<file path="src/rtl/granule_time_converter_core_assert.svh">
// Concurrent assertion macros used by granule_time_converter_core.sv
`ifndef GRANULE_TIME_CONVERTER_CORE_ASSERT_SVH
`define GRANULE_TIME_CONVERTER_CORE_ASSERT_SVH

// hold prop at every edge out of reset
`define GTC_ASSERT_ALWAYS(lbl, clk, rstn, prop, msg) \
	lbl: assert property (@(posedge clk) disable iff (!rstn) (prop)) else $error(msg);

// cons in the same cycle as ante
`define GTC_ASSERT_IMP(lbl, clk, rstn, ante, cons, msg) \
	lbl: assert property (@(posedge clk) disable iff (!rstn) (ante) |-> (cons)) else $error(msg);

// cons in the cycle after ante
`define GTC_ASSERT_NXT(lbl, clk, rstn, ante, cons, msg) \
	lbl: assert property (@(posedge clk) disable iff (!rstn) (ante) |=> (cons)) else $error(msg);

`endif

</file>
<file path="src/rtl/gtc_pkg.sv">
`default_nettype none
package gtc_pkg;

	localparam int SERIAL_W        = 32;
	localparam int RATE_W          = 32;
	localparam int SHIFT_W         = 5;
	localparam int GRANULE_W       = 64;
	localparam int STATUS_W        = 2;
	localparam int SLOT_W          = 4;
	localparam int MS_PER_SEC      = 1000;
	localparam int MULBY_W         = 42;
	localparam int PROD_W          = GRANULE_W + MULBY_W;
	localparam int MUL_STEPS       = MULBY_W / 2;
	localparam int DIV_STEPS       = PROD_W / 2;
	localparam int STREAM_SLOTS_DEF = 16;

	typedef enum logic [STATUS_W-1:0] {
		ST_OK       = 2'd0,
		ST_FULL     = 2'd1,
		ST_UNKNOWN  = 2'd2,
		ST_ZERO_NUM = 2'd3
	} status_t;

	typedef struct packed {
		logic [SERIAL_W-1:0] serial;
		logic [RATE_W-1:0]   num;
		logic [RATE_W-1:0]   den;
		logic [SHIFT_W-1:0]  shift;
	} entry_t;

	typedef struct packed {
		logic              go;
		logic [RATE_W-1:0] divisor;
	} div_cmd_t;

	typedef struct packed {
		logic              done;
		logic [PROD_W-1:0] quot;
		logic              rem_nz;
	} div_res_t;

endpackage
`default_nettype wire

</file>
<file path="src/rtl/gtc_ram.sv">
`default_nettype none
module gtc_ram #(
	parameter int WIDTH = 8,
	parameter int DEPTH = 16,
	localparam int AW = (DEPTH > 1) ? $clog2(DEPTH) : 1
) (
	input  wire logic             clk,
	input  wire logic             we,
	input  wire logic [AW-1:0]    waddr,
	input  wire logic [WIDTH-1:0] wdata,
	input  wire logic [AW-1:0]    raddr,
	output logic      [WIDTH-1:0] rdata
);

	logic [WIDTH-1:0] mem [DEPTH];

	always_ff @(posedge clk) begin
		if (we) begin
			mem[waddr] <= wdata;
		end
		rdata <= mem[raddr];
	end

endmodule
`default_nettype wire

</file>
<file path="src/rtl/gtc_mul.sv">
`default_nettype none
module gtc_mul
	import gtc_pkg::*;
(
	input  wire logic                 clk,
	input  wire logic                 arst_n,
	input  wire logic                 go,
	input  wire logic [GRANULE_W-1:0] mag,
	input  wire logic [MULBY_W-1:0]   mulby,
	output logic                      done,
	output logic      [PROD_W-1:0]    prod
);

	localparam int CNT_W = $clog2(MUL_STEPS);

	logic                   run_q;
	logic                   done_q;
	logic [CNT_W-1:0]       cnt_q;
	logic [GRANULE_W-1:0]   a1_q;
	logic [GRANULE_W+1:0]   a3_q;
	logic [GRANULE_W-1:0]   hi_q;
	logic [MULBY_W-1:0]     lo_q;
	logic [GRANULE_W+1:0]   addend;
	logic [GRANULE_W+1:0]   sum;

	always_comb begin
		case (lo_q[1:0])
			2'd0:    addend = '0;
			2'd1:    addend = (GRANULE_W+2)'(a1_q);
			2'd2:    addend = {1'b0, a1_q, 1'b0};
			2'd3:    addend = a3_q;
			default: addend = '0;
		endcase
	end

	assign sum = (GRANULE_W+2)'(hi_q) + addend;

	always_ff @(posedge clk or negedge arst_n) begin
		if (!arst_n) begin
			run_q  <= 1'b0;
			done_q <= 1'b0;
			cnt_q  <= '0;
		end else begin
			done_q <= 1'b0;
			if (go) begin
				run_q <= 1'b1;
				cnt_q <= '0;
			end else if (run_q) begin
				cnt_q <= cnt_q + 1'b1;
				if (cnt_q == CNT_W'(MUL_STEPS - 1)) begin
					run_q  <= 1'b0;
					done_q <= 1'b1;
				end
			end
		end
	end

	always_ff @(posedge clk) begin
		if (go) begin
			a1_q <= mag;
			a3_q <= (GRANULE_W+2)'(mag) + {1'b0, mag, 1'b0};
			hi_q <= '0;
			lo_q <= mulby;
		end else if (run_q) begin
			hi_q <= sum[GRANULE_W+1:2];
			lo_q <= {sum[1:0], lo_q[MULBY_W-1:2]};
		end
	end

	assign done = done_q;
	assign prod = {hi_q, lo_q};

endmodule
`default_nettype wire

</file>
<file path="src/rtl/gtc_div.sv">
`default_nettype none
module gtc_div
	import gtc_pkg::*;
(
	input  wire logic              clk,
	input  wire logic              arst_n,
	input  wire div_cmd_t          cmd,
	input  wire logic [PROD_W-1:0] dividend,
	output div_res_t               res
);

	localparam int CNT_W = $clog2(DIV_STEPS);
	localparam int TW    = RATE_W + 2;

	logic              run_q;
	logic              done_q;
	logic [CNT_W-1:0]  cnt_q;
	logic [PROD_W-1:0] dvd_q;
	logic [RATE_W-1:0] rem_q;
	logic [TW-1:0]     d1_q;
	logic [TW-1:0]     d3_q;
	logic [TW-1:0]     d2;
	logic [TW-1:0]     t;
	logic [TW-1:0]     dsel;
	logic [1:0]        digit;
	logic [TW-1:0]     r;

	assign d2 = {d1_q[TW-2:0], 1'b0};
	assign t  = {rem_q, dvd_q[PROD_W-1 -: 2]};

	always_comb begin
		if (t >= d3_q) begin
			digit = 2'd3;
			dsel  = d3_q;
		end else if (t >= d2) begin
			digit = 2'd2;
			dsel  = d2;
		end else if (t >= d1_q) begin
			digit = 2'd1;
			dsel  = d1_q;
		end else begin
			digit = 2'd0;
			dsel  = '0;
		end
		r = t - dsel;
	end

	always_ff @(posedge clk or negedge arst_n) begin
		if (!arst_n) begin
			run_q  <= 1'b0;
			done_q <= 1'b0;
			cnt_q  <= '0;
		end else begin
			done_q <= 1'b0;
			if (cmd.go) begin
				run_q <= 1'b1;
				cnt_q <= '0;
			end else if (run_q) begin
				cnt_q <= cnt_q + 1'b1;
				if (cnt_q == CNT_W'(DIV_STEPS - 1)) begin
					run_q  <= 1'b0;
					done_q <= 1'b1;
				end
			end
		end
	end

	always_ff @(posedge clk) begin
		if (cmd.go) begin
			dvd_q <= dividend;
			rem_q <= '0;
			d1_q  <= TW'(cmd.divisor);
			d3_q  <= TW'(cmd.divisor) + {1'b0, cmd.divisor, 1'b0};
		end else if (run_q) begin
			rem_q <= r[RATE_W-1:0];
			dvd_q <= {dvd_q[PROD_W-3:0], digit};
		end
	end

	assign res.done   = done_q;
	assign res.quot   = dvd_q;
	assign res.rem_nz = |rem_q;

endmodule
`default_nettype wire

</file>
<file path="src/rtl/granule_time_converter_core.sv">
// Granule position to milliseconds converter with a table of media streams.
// Command channel: an item (mode, stream_serial, rate_num, rate_den, key_shift,
// granule) is taken on a rising edge with start high and busy low.
// Result channel: status, slot and millis are valid for the single cycle in
// which done is high; the receiver cannot stall, so each result must be taken
// in that cycle. One result follows every item.
// Register (mode 0): the result appears in the cycle after the item; busy stays
// low, so register words may be issued every cycle.
// Convert (mode 1): the table is searched one slot a cycle through the RAM
// read port, then the granule is scaled by a radix-4 shift-add multiplier
// and divided by the rate numerator in a radix-4 restoring divider. A hit
// passes through the key adjust, absolute value, multiply and divide states
// before done; an unknown serial gives done once all n registered streams
// have been read. busy is high throughout and one convert runs at a time.
// Reset empties the table at once through the fill count; no clearing pass
// runs and entries are never freed except by reset.
`default_nettype none
module granule_time_converter_core
	import gtc_pkg::*;
#(
	parameter int STREAM_SLOTS = STREAM_SLOTS_DEF
) (
	input  wire logic                        clk,
	input  wire logic                        arst_n,
	input  wire logic                        start,
	output logic                             busy,
	input  wire logic                        mode,
	input  wire logic [SERIAL_W-1:0]         stream_serial,
	input  wire logic [RATE_W-1:0]           rate_num,
	input  wire logic [RATE_W-1:0]           rate_den,
	input  wire logic [SHIFT_W-1:0]          key_shift,
	input  wire logic signed [GRANULE_W-1:0] granule,
	output logic                             done,
	output logic      [STATUS_W-1:0]         status,
	output logic      [SLOT_W-1:0]           slot,
	output logic signed [GRANULE_W-1:0]      millis
);

`include "granule_time_converter_core_assert.svh"

	localparam int AW = (STREAM_SLOTS > 1) ? $clog2(STREAM_SLOTS) : 1;
	localparam int CW = $clog2(STREAM_SLOTS + 1);
	localparam int XW = (AW > SLOT_W) ? AW : SLOT_W;
	localparam logic [GRANULE_W-1:0] S64_MAX = {1'b0, {(GRANULE_W-1){1'b1}}};
	localparam logic [GRANULE_W-1:0] S64_MIN = {1'b1, {(GRANULE_W-1){1'b0}}};

	typedef enum logic [2:0] {
		S_IDLE,
		S_SCAN,
		S_ADJ,
		S_ABS,
		S_MUL,
		S_DIV
	} state_t;

	state_t                 state_q;
	logic [CW-1:0]          count_q;
	logic [CW-1:0]          scan_q;
	logic                   pend_s1;
	logic [AW-1:0]          addr_s1;
	logic [AW-1:0]          hit_q;
	logic [SERIAL_W-1:0]    serial_q;
	logic [GRANULE_W-1:0]   g_q;
	logic [SHIFT_W-1:0]     shift_q;
	logic [RATE_W-1:0]      num_q;
	logic [RATE_W-1:0]      den_q;
	logic                   neg_q;
	logic [GRANULE_W-1:0]   mag_q;
	logic [MULBY_W-1:0]     mulby_q;
	logic                   mul_go_q;
	logic                   div_go_q;
	logic                   done_q;
	status_t                status_q;
	logic [SLOT_W-1:0]      slot_q;
	logic [GRANULE_W-1:0]   millis_q;

	logic                   accept;
	logic                   full;
	logic                   wr_en;
	entry_t                 wr_entry;
	entry_t                 rd_entry;
	logic                   issue;
	logic                   match;
	logic [XW-1:0]          count_x;
	logic [XW-1:0]          addr_x;
	logic [GRANULE_W-1:0]   g_key;
	logic [GRANULE_W-1:0]   g_since;
	logic                   mul_done;
	logic [PROD_W-1:0]      prod;
	div_cmd_t               div_cmd;
	div_res_t               div_res;
	logic                   hi_nz;
	logic [GRANULE_W-1:0]   q64;
	logic [GRANULE_W-1:0]   sat;

	assign busy   = (state_q != S_IDLE);
	assign accept = start && !busy;
	assign full   = (count_q == CW'(STREAM_SLOTS));
	assign wr_en  = accept && !mode && (rate_num != '0) && !full;

	assign wr_entry.serial = stream_serial;
	assign wr_entry.num    = rate_num;
	assign wr_entry.den    = rate_den;
	assign wr_entry.shift  = key_shift;

	gtc_ram #(
		.WIDTH ($bits(entry_t)),
		.DEPTH (STREAM_SLOTS)
	) u_table (
		.clk   (clk),
		.we    (wr_en),
		.waddr (count_q[AW-1:0]),
		.wdata (wr_entry),
		.raddr (scan_q[AW-1:0]),
		.rdata (rd_entry)
	);

	assign issue   = (scan_q < count_q);
	assign match   = pend_s1 && (rd_entry.serial == serial_q);
	assign count_x = XW'(count_q[AW-1:0]);
	assign addr_x  = XW'(hit_q);

	assign g_key   = GRANULE_W'($signed(g_q) >>> shift_q);
	assign g_since = g_q & ~({GRANULE_W{1'b1}} << shift_q);

	gtc_mul u_mul (
		.clk    (clk),
		.arst_n (arst_n),
		.go     (mul_go_q),
		.mag    (mag_q),
		.mulby  (mulby_q),
		.done   (mul_done),
		.prod   (prod)
	);

	assign div_cmd.go      = div_go_q;
	assign div_cmd.divisor = num_q;

	gtc_div u_div (
		.clk      (clk),
		.arst_n   (arst_n),
		.cmd      (div_cmd),
		.dividend (prod),
		.res      (div_res)
	);

	assign hi_nz = |div_res.quot[PROD_W-1:GRANULE_W];
	assign q64   = div_res.quot[GRANULE_W-1:0];

	always_comb begin
		if (!neg_q) begin
			sat = (hi_nz || q64[GRANULE_W-1]) ? S64_MAX : q64;
		end else if (hi_nz) begin
			sat = S64_MIN;
		end else if (div_res.rem_nz) begin
			sat = q64[GRANULE_W-1] ? S64_MIN : ~q64;
		end else begin
			sat = (q64 > S64_MIN) ? S64_MIN : (~q64 + 1'b1);
		end
	end

	always_ff @(posedge clk or negedge arst_n) begin
		if (!arst_n) begin
			state_q  <= S_IDLE;
			count_q  <= '0;
			scan_q   <= '0;
			pend_s1  <= 1'b0;
			addr_s1  <= '0;
			hit_q    <= '0;
			serial_q <= '0;
			g_q      <= '0;
			shift_q  <= '0;
			num_q    <= '0;
			den_q    <= '0;
			neg_q    <= 1'b0;
			mag_q    <= '0;
			mulby_q  <= '0;
			mul_go_q <= 1'b0;
			div_go_q <= 1'b0;
			done_q   <= 1'b0;
			status_q <= ST_OK;
			slot_q   <= '0;
			millis_q <= '0;
		end else begin
			done_q   <= 1'b0;
			mul_go_q <= 1'b0;
			div_go_q <= 1'b0;
			case (state_q)
				S_IDLE: begin
					pend_s1 <= 1'b0;
					scan_q  <= '0;
					if (accept) begin
						serial_q <= stream_serial;
						g_q      <= granule;
						if (mode) begin
							state_q <= S_SCAN;
						end else begin
							done_q   <= 1'b1;
							millis_q <= '0;
							if (rate_num == '0) begin
								status_q <= ST_ZERO_NUM;
								slot_q   <= '0;
							end else if (full) begin
								status_q <= ST_FULL;
								slot_q   <= '0;
							end else begin
								status_q <= ST_OK;
								slot_q   <= count_x[SLOT_W-1:0];
								count_q  <= count_q + 1'b1;
							end
						end
					end
				end
				S_SCAN: begin
					pend_s1 <= issue;
					addr_s1 <= scan_q[AW-1:0];
					scan_q  <= scan_q + CW'(issue);
					if (match) begin
						hit_q   <= addr_s1;
						num_q   <= rd_entry.num;
						den_q   <= rd_entry.den;
						shift_q <= rd_entry.shift;
						state_q <= S_ADJ;
					end else if (!issue && !pend_s1) begin
						done_q   <= 1'b1;
						status_q <= ST_UNKNOWN;
						slot_q   <= '0;
						millis_q <= '0;
						state_q  <= S_IDLE;
					end
				end
				S_ADJ: begin
					g_q     <= g_key + g_since;
					state_q <= S_ABS;
				end
				S_ABS: begin
					neg_q    <= g_q[GRANULE_W-1];
					mag_q    <= g_q[GRANULE_W-1] ? (~g_q + 1'b1) : g_q;
					mulby_q  <= MULBY_W'(den_q) * MULBY_W'(MS_PER_SEC);
					mul_go_q <= 1'b1;
					state_q  <= S_MUL;
				end
				S_MUL: begin
					if (mul_done) begin
						div_go_q <= 1'b1;
						state_q  <= S_DIV;
					end
				end
				S_DIV: begin
					if (div_res.done) begin
						done_q   <= 1'b1;
						status_q <= ST_OK;
						slot_q   <= addr_x[SLOT_W-1:0];
						millis_q <= sat;
						state_q  <= S_IDLE;
					end
				end
				default: begin
					state_q <= S_IDLE;
				end
			endcase
		end
	end

	assign done   = done_q;
	assign status = status_q;
	assign slot   = slot_q;
	assign millis = millis_q;

	`GTC_ASSERT_ALWAYS(a_count_bound, clk, arst_n, count_q <= CW'(STREAM_SLOTS), "fill count beyond table depth")
	`GTC_ASSERT_NXT(a_count_step, clk, arst_n, wr_en, count_q == CW'($past(count_q) + 1'b1), "register word did not advance fill count")
	`GTC_ASSERT_IMP(a_scan_range, clk, arst_n, state_q == S_SCAN && pend_s1, CW'(addr_s1) < count_q, "lookup read beyond filled slots")
	`GTC_ASSERT_IMP(a_err_zero, clk, arst_n, done && status != ST_OK, millis == '0 && slot == '0, "error word carries data")

endmodule
`default_nettype wire
</file>
<file path="config.mk">
export PLATFORM = sky130hd
export DESIGN_NAME = granule_time_converter_core
export DESIGN_NICKNAME = d
export VERILOG_FILES = /design/src/rtl/gtc_pkg.sv /design/src/rtl/gtc_ram.sv /design/src/rtl/gtc_mul.sv /design/src/rtl/gtc_div.sv /design/src/rtl/granule_time_converter_core.sv
export VERILOG_INCLUDE_DIRS = /design/src /design/src/rtl
export SDC_FILE = /design/constraint.sdc
export NUM_CORES = 2
export LEC_CHECK = 0
export BUFFER_PORTS_ARGS = -buffer_cell sky130_fd_sc_hd__buf_4
export CAP_MARGIN = 20
export CORE_MARGIN = 5
export CORE_UTILIZATION = 50
export DETAILED_ROUTE_END_ITERATION = 10
export HOLD_SLACK_MARGIN = 0.1
export PLACE_DENSITY_LB_ADDON = 0.08
export SLEW_MARGIN = 20
export SYNTH_ARGS = -nofsm -noshare
export SYNTH_HDL_FRONTEND = slang
export SYNTH_SLANG_ARGS = --single-unit
</file>
<file path="constraint.sdc">
create_clock -name clk -period 10.3 [get_ports clk]
set_input_delay 2.575 -clock clk [delete_from_list [all_inputs] [get_ports clk]]
set_output_delay 2.575 -clock clk [all_outputs]
set_load 0.01 [all_outputs]
</file>
==> results.md <==
- Dividing the detail-routed wire length by the instance count gives around 27 µm.
- The synthesized design contains roughly 2000 enable-type register cells.
- The slowest stage of the critical path belongs to the cell sky130_fd_sc_hd__or4_1.
- The run finished with clean final reports.
- Counting every sink on the clock net gives roughly 2500.
- The count of TritonRoute iterations in the first routing pass is 7.
- The static leakage is roughly 52 nW.
- The maximum vdd drop is 0.231 mV.
- The fraction of synthesized cell area taken by the top area cell type is approximately half.
- The post-layout net count is roughly 9600.
- TritonCTS built the clock tree.
- The biggest cell delay along the critical path is about 500 ps.
- In this run the remaining antenna-violating nets after routing total 0.
- The number of violations reported at the end of detailed-routing iteration 0 is approximately 6500.
- The worst slack on hold paths is about 460 ps.
- STA puts the critical path data arrival time at 7610 ps.
- The clock tree skew after final layout is 94.8 ps.
- The post-route netlist has 18.2% of its cells at a drive strength greater than 1.
- Combinational logic burns a little over a fifth of the power.
- For this run, the register share of the synthesized area comes to between 50% and 60%.
- The sequential fraction of design power is between 40% and 50%.
- The horizontal extent of the die is a little over 500 µm.
- Based on the critical path, the design can be clocked at up to 146 MHz.
- The clock root buffer is sky130_fd_sc_hd__clkbuf_16.
- The detailed router placed approximately 75000 vias in this run.
- The count of pins over their slew limit is 0.
- Setup violations remaining at the end of the flow were counted as 0.
- The placeable core region is between 200000 and 250000 µm².
- The number of global-route vias before repair came to about 76000.
- The post-synthesis instance total is ~8700.
- Signal routing reaches up to met5.
- The sum of met2 wire segment lengths after detailed routing is about 170000 µm.
- Once detailed placement completed, the half-perimeter wirelength came to around 210000 µm.
- The clock tree synthesis step divided the H-tree into 5 levels.
- The part of the total power dissipated in the clock network is ~35%.
- The global placement routability congestion is approximately 0.90.
- The clock-pin slew on the worst setup and hold paths is around 60 ps.
- Entering global routing, the biggest net connects between 150 and 200 pins.
- Dividing the detail-routed via count by the number of cells gives between 6 and 7.
- After detailed routing, the wire length on met1 is between 100000 and 150000 µm.
- The net switching power figure is about 8.2 mW.
- The most frequently used flop master after synthesis is sky130_fd_sc_hd__edfxtp_1.
- For the finished layout, the period the worst path requires is a little under 7000 ps.
- The internal portion of the total power is around 21 mW.
- The wire length after detailed routing is 332000 µm.
- The area added between synthesis and finish is 11.8%.
- The mapped netlist covers ~120000 µm².
- For this design the top-level I/O count stands at 241.
- The clock passes through at most 4 buffers.
- For the worst setup path, the data required time is around 11000 ps.
- The netlist uses 89 different library cells.
- The total DRC errors in the routed layout is 0.
- The transition time at the pin with the least slew margin is between 1000 and 1500 ps.
- Dividing total power by cell area gives a power density of about 210 nW/µm².
- Measured along the y axis, the die boundary spans 505 µm.
- Wire segments on met3 add up to ~16000 µm in the final route.
- The number of instances in the placed design is between 10000 and 15000.
- For the final routed database, the setup TNS stands at 0 ps.
- Of all nets on the critical path, the largest fanout is 33.
- Grouping stages by cell kind, the critical path spends the most delay in compound AO/OA/AOI/OAI gates.
- Once layout is complete, the cells apart from fillers number 12283.
- The clock latency on the worst-skew pair is 960 ps.
- The worst pin sits at a relative slew slack of 19.6%.
- The overall global routing resource usage is about a quarter.
- The number of placement rows is 181.
- The synthesis-stage register bit count is roughly 2500.
- The critical path goes through inv_1, ha_1, nand4_1, or4_1, o221ai_1, a221oi_1, o41ai_2, buf_4, a221oi_1, a21o_1, fa_1, a21oi_1, o2111ai_1, a21oi_1, nand3b_1, a31oi_1, a221o_1, a311oi_1, a31oi_1, o41ai_1, o21ai_0, xor2_1, a22o_1.
- The first global-routing pass estimated just under 500000 µm of wire.
- The net count after synthesis is 9389.
- Buffers inserted to repair hold after CTS numbered 0.
- The power consumption is 28.7 mW.
- The yosys synthesis warning count is 0.
- The number of setup buffers added after CTS is 0.
- Summed over all layers, the global routing overflow is 0.
- The number of max-cap violations is 0.
- The tightest min-delay check is of the flop to flop type.
- The worst setup path category is flop to flop.
- Of all cell types, the one taking the most synthesized area is sky130_fd_sc_hd__edfxtp_1.
- The synthesized area per cell is roughly 14 µm².
- Gates resized during post-CTS repair numbered 0.
- The critical path contains buffers and inverters numbering 2 combined.
- The initial standard-cell utilization of the core is between 50% and 60%.
- The share of flip-flops with an asynchronous set or reset is between 10% and 20%.
- Counting the buffers created by CTS gives a little under 300.
- STA classifies the critical path endpoint as a flop.
- By area the synthesized netlist is led by sky130_fd_sc_hd__edfxtp_1 (48%), sky130_fd_sc_hd__mux4_2 (11%), sky130_fd_sc_hd__dfrtp_1 (7.7%).
- The startpoint kind of the worst setup timing path is a flop.
- In this run the tool buffered the top-level ports with 240 buffer cells.
- Of the total power, the share spent switching nets is 28.5%.
- Setup repair after global routing left no endpoint under its margin.
- The number of antenna violations at the first check in global routing is 31.
- The number of hold violations in the final report was 0.
- The area of the die is approximately 250000 µm².
- Dividing the final minimum period by the clock period gives 66.3%.
cell type report:
cell class,count,area (µm²)
diodes,11,27.5
clock buffers,387,7960
clock inverters,122,1150
fillers,19512,107000
inverters,326,1230
multi-input cells,5359,47400
flip-flops and latches,2534,72300
well taps,3202,4010
repair buffers,342,2760
synthesized netlist by cell type, types with 55 or more instances:
master	n
sky130_fd_sc_hd__fa_1	123
sky130_fd_sc_hd__xnor2_1	230
sky130_fd_sc_hd__a31oi_1	91
sky130_fd_sc_hd__nor2_1	381
sky130_fd_sc_hd__inv_1	321
sky130_fd_sc_hd__mux2_2	240
sky130_fd_sc_hd__ha_1	422
sky130_fd_sc_hd__mux4_2	573
sky130_fd_sc_hd__nand4_1	60
sky130_fd_sc_hd__xor2_1	169
sky130_fd_sc_hd__edfxtp_1	1958
sky130_fd_sc_hd__a21o_1	200
sky130_fd_sc_hd__clkbuf_1	350
sky130_fd_sc_hd__nor3_1	74
sky130_fd_sc_hd__a221oi_1	55
sky130_fd_sc_hd__buf_1	95
sky130_fd_sc_hd__a211oi_1	59
sky130_fd_sc_hd__o21ai_0	486
sky130_fd_sc_hd__dfrtp_1	379
sky130_fd_sc_hd__nor4_1	55
sky130_fd_sc_hd__a21oi_1	372
sky130_fd_sc_hd__mux2i_1	195
sky130_fd_sc_hd__dfxtp_1	197
sky130_fd_sc_hd__nand3_1	88
sky130_fd_sc_hd__nand2_1	808
power groups by stage:
stage | clock network [mW] | registers, mW | logic, mW
3_3_place_gp | 0 | 12.7 | 6.34
2_1_floorplan | 0 | 12.0 | 4.64
4_1_cts | 10.2 | 12.5 | 6.39
6_report | 9.94 | 12.5 | 6.27
5_1_grt | 10.6 | 12.5 | 6.74
3_5_place_dp | 0 | 12.7 | 6.37
per-stage QoR:
step                area (µm²)  setup slack [ps]  util [%]
CTS                     137000              3420      56.2
finish                  137000              3470      56.2
floorplan               122000              1640         -
detailed placement      128000              3450      52.4
global route            137000              2930      56.2
global placement        128000              3450      52.4
registers in the layout, summed over array words and instances, names as in the netlist, 42 cells and up:
signal         flops
u_mul.hi_q        64
u_table.rdata    101
g_q               64
mag_q             64
u_mul.a1_q        63
millis            64
u_table.mem     1616
u_mul.lo_q        42
u_div.dvd_q      106
u_mul.a3_q        66
worst paths after layout:
kind	start	endpoint	slack, ps	depth (start not counted)
max reg2reg	u_div.d1_q[18]	u_div.rem_q[30]	3470	23
max	u_div.d1_q[18]	u_div.rem_q[30]	3470	23
min reg2reg	u_table.rdata[33]	den_q[28]	460	1
min	u_table.rdata[33]	den_q[28]	460	1
max in group asynchronous	arst_n	shift_q[0]	7070	2
min in group asynchronous	arst_n	millis[58]	1680	1
cells in the final DEF (no fill, tap or decap), drive strengths merged, types with 27 or more instances in the layout:
master and n:
mux2i 195, a31oi 91, nand2b 47, and3 52
nand3 89, buf 342, nor2 383, xnor2 230
nor2b 52, o21a 38, edfxtp 1958, a221oi 55
o21bai 41, or3 48, a211oi 59, o31ai 43
nor4 56, mux2 240, mux4 573, o211ai 38
nand4 60, nand2 808, a21oi 372, dfrtp 379
clkbuf 387, dfxtp 197, fa 123, nor3 74
inv 330, o311ai 27, o21ai 493, clkinv 88
xor2 169, ha 422, a21o 200
per-layer routing:
layer	vias to the layer above	track usage [%]
met5	-	0
met4	12	8.40
met3	585	3.36
met2	2174	43.9
met1	38431	34.2
li1	33596	-
cells by family after synthesis:
kind of cell | share of synthesized area (%)
buffers and inverters | 2.41
muxes | 14.3
and+or+nand+nor | 6.61
adders and majority gates | 6.33
AOI/OAI and AO/OA | 8.44
DFF | 59.0
xor gates and xnor gates | 2.86
No activity file was read; power rests on OpenSTA's default activity.
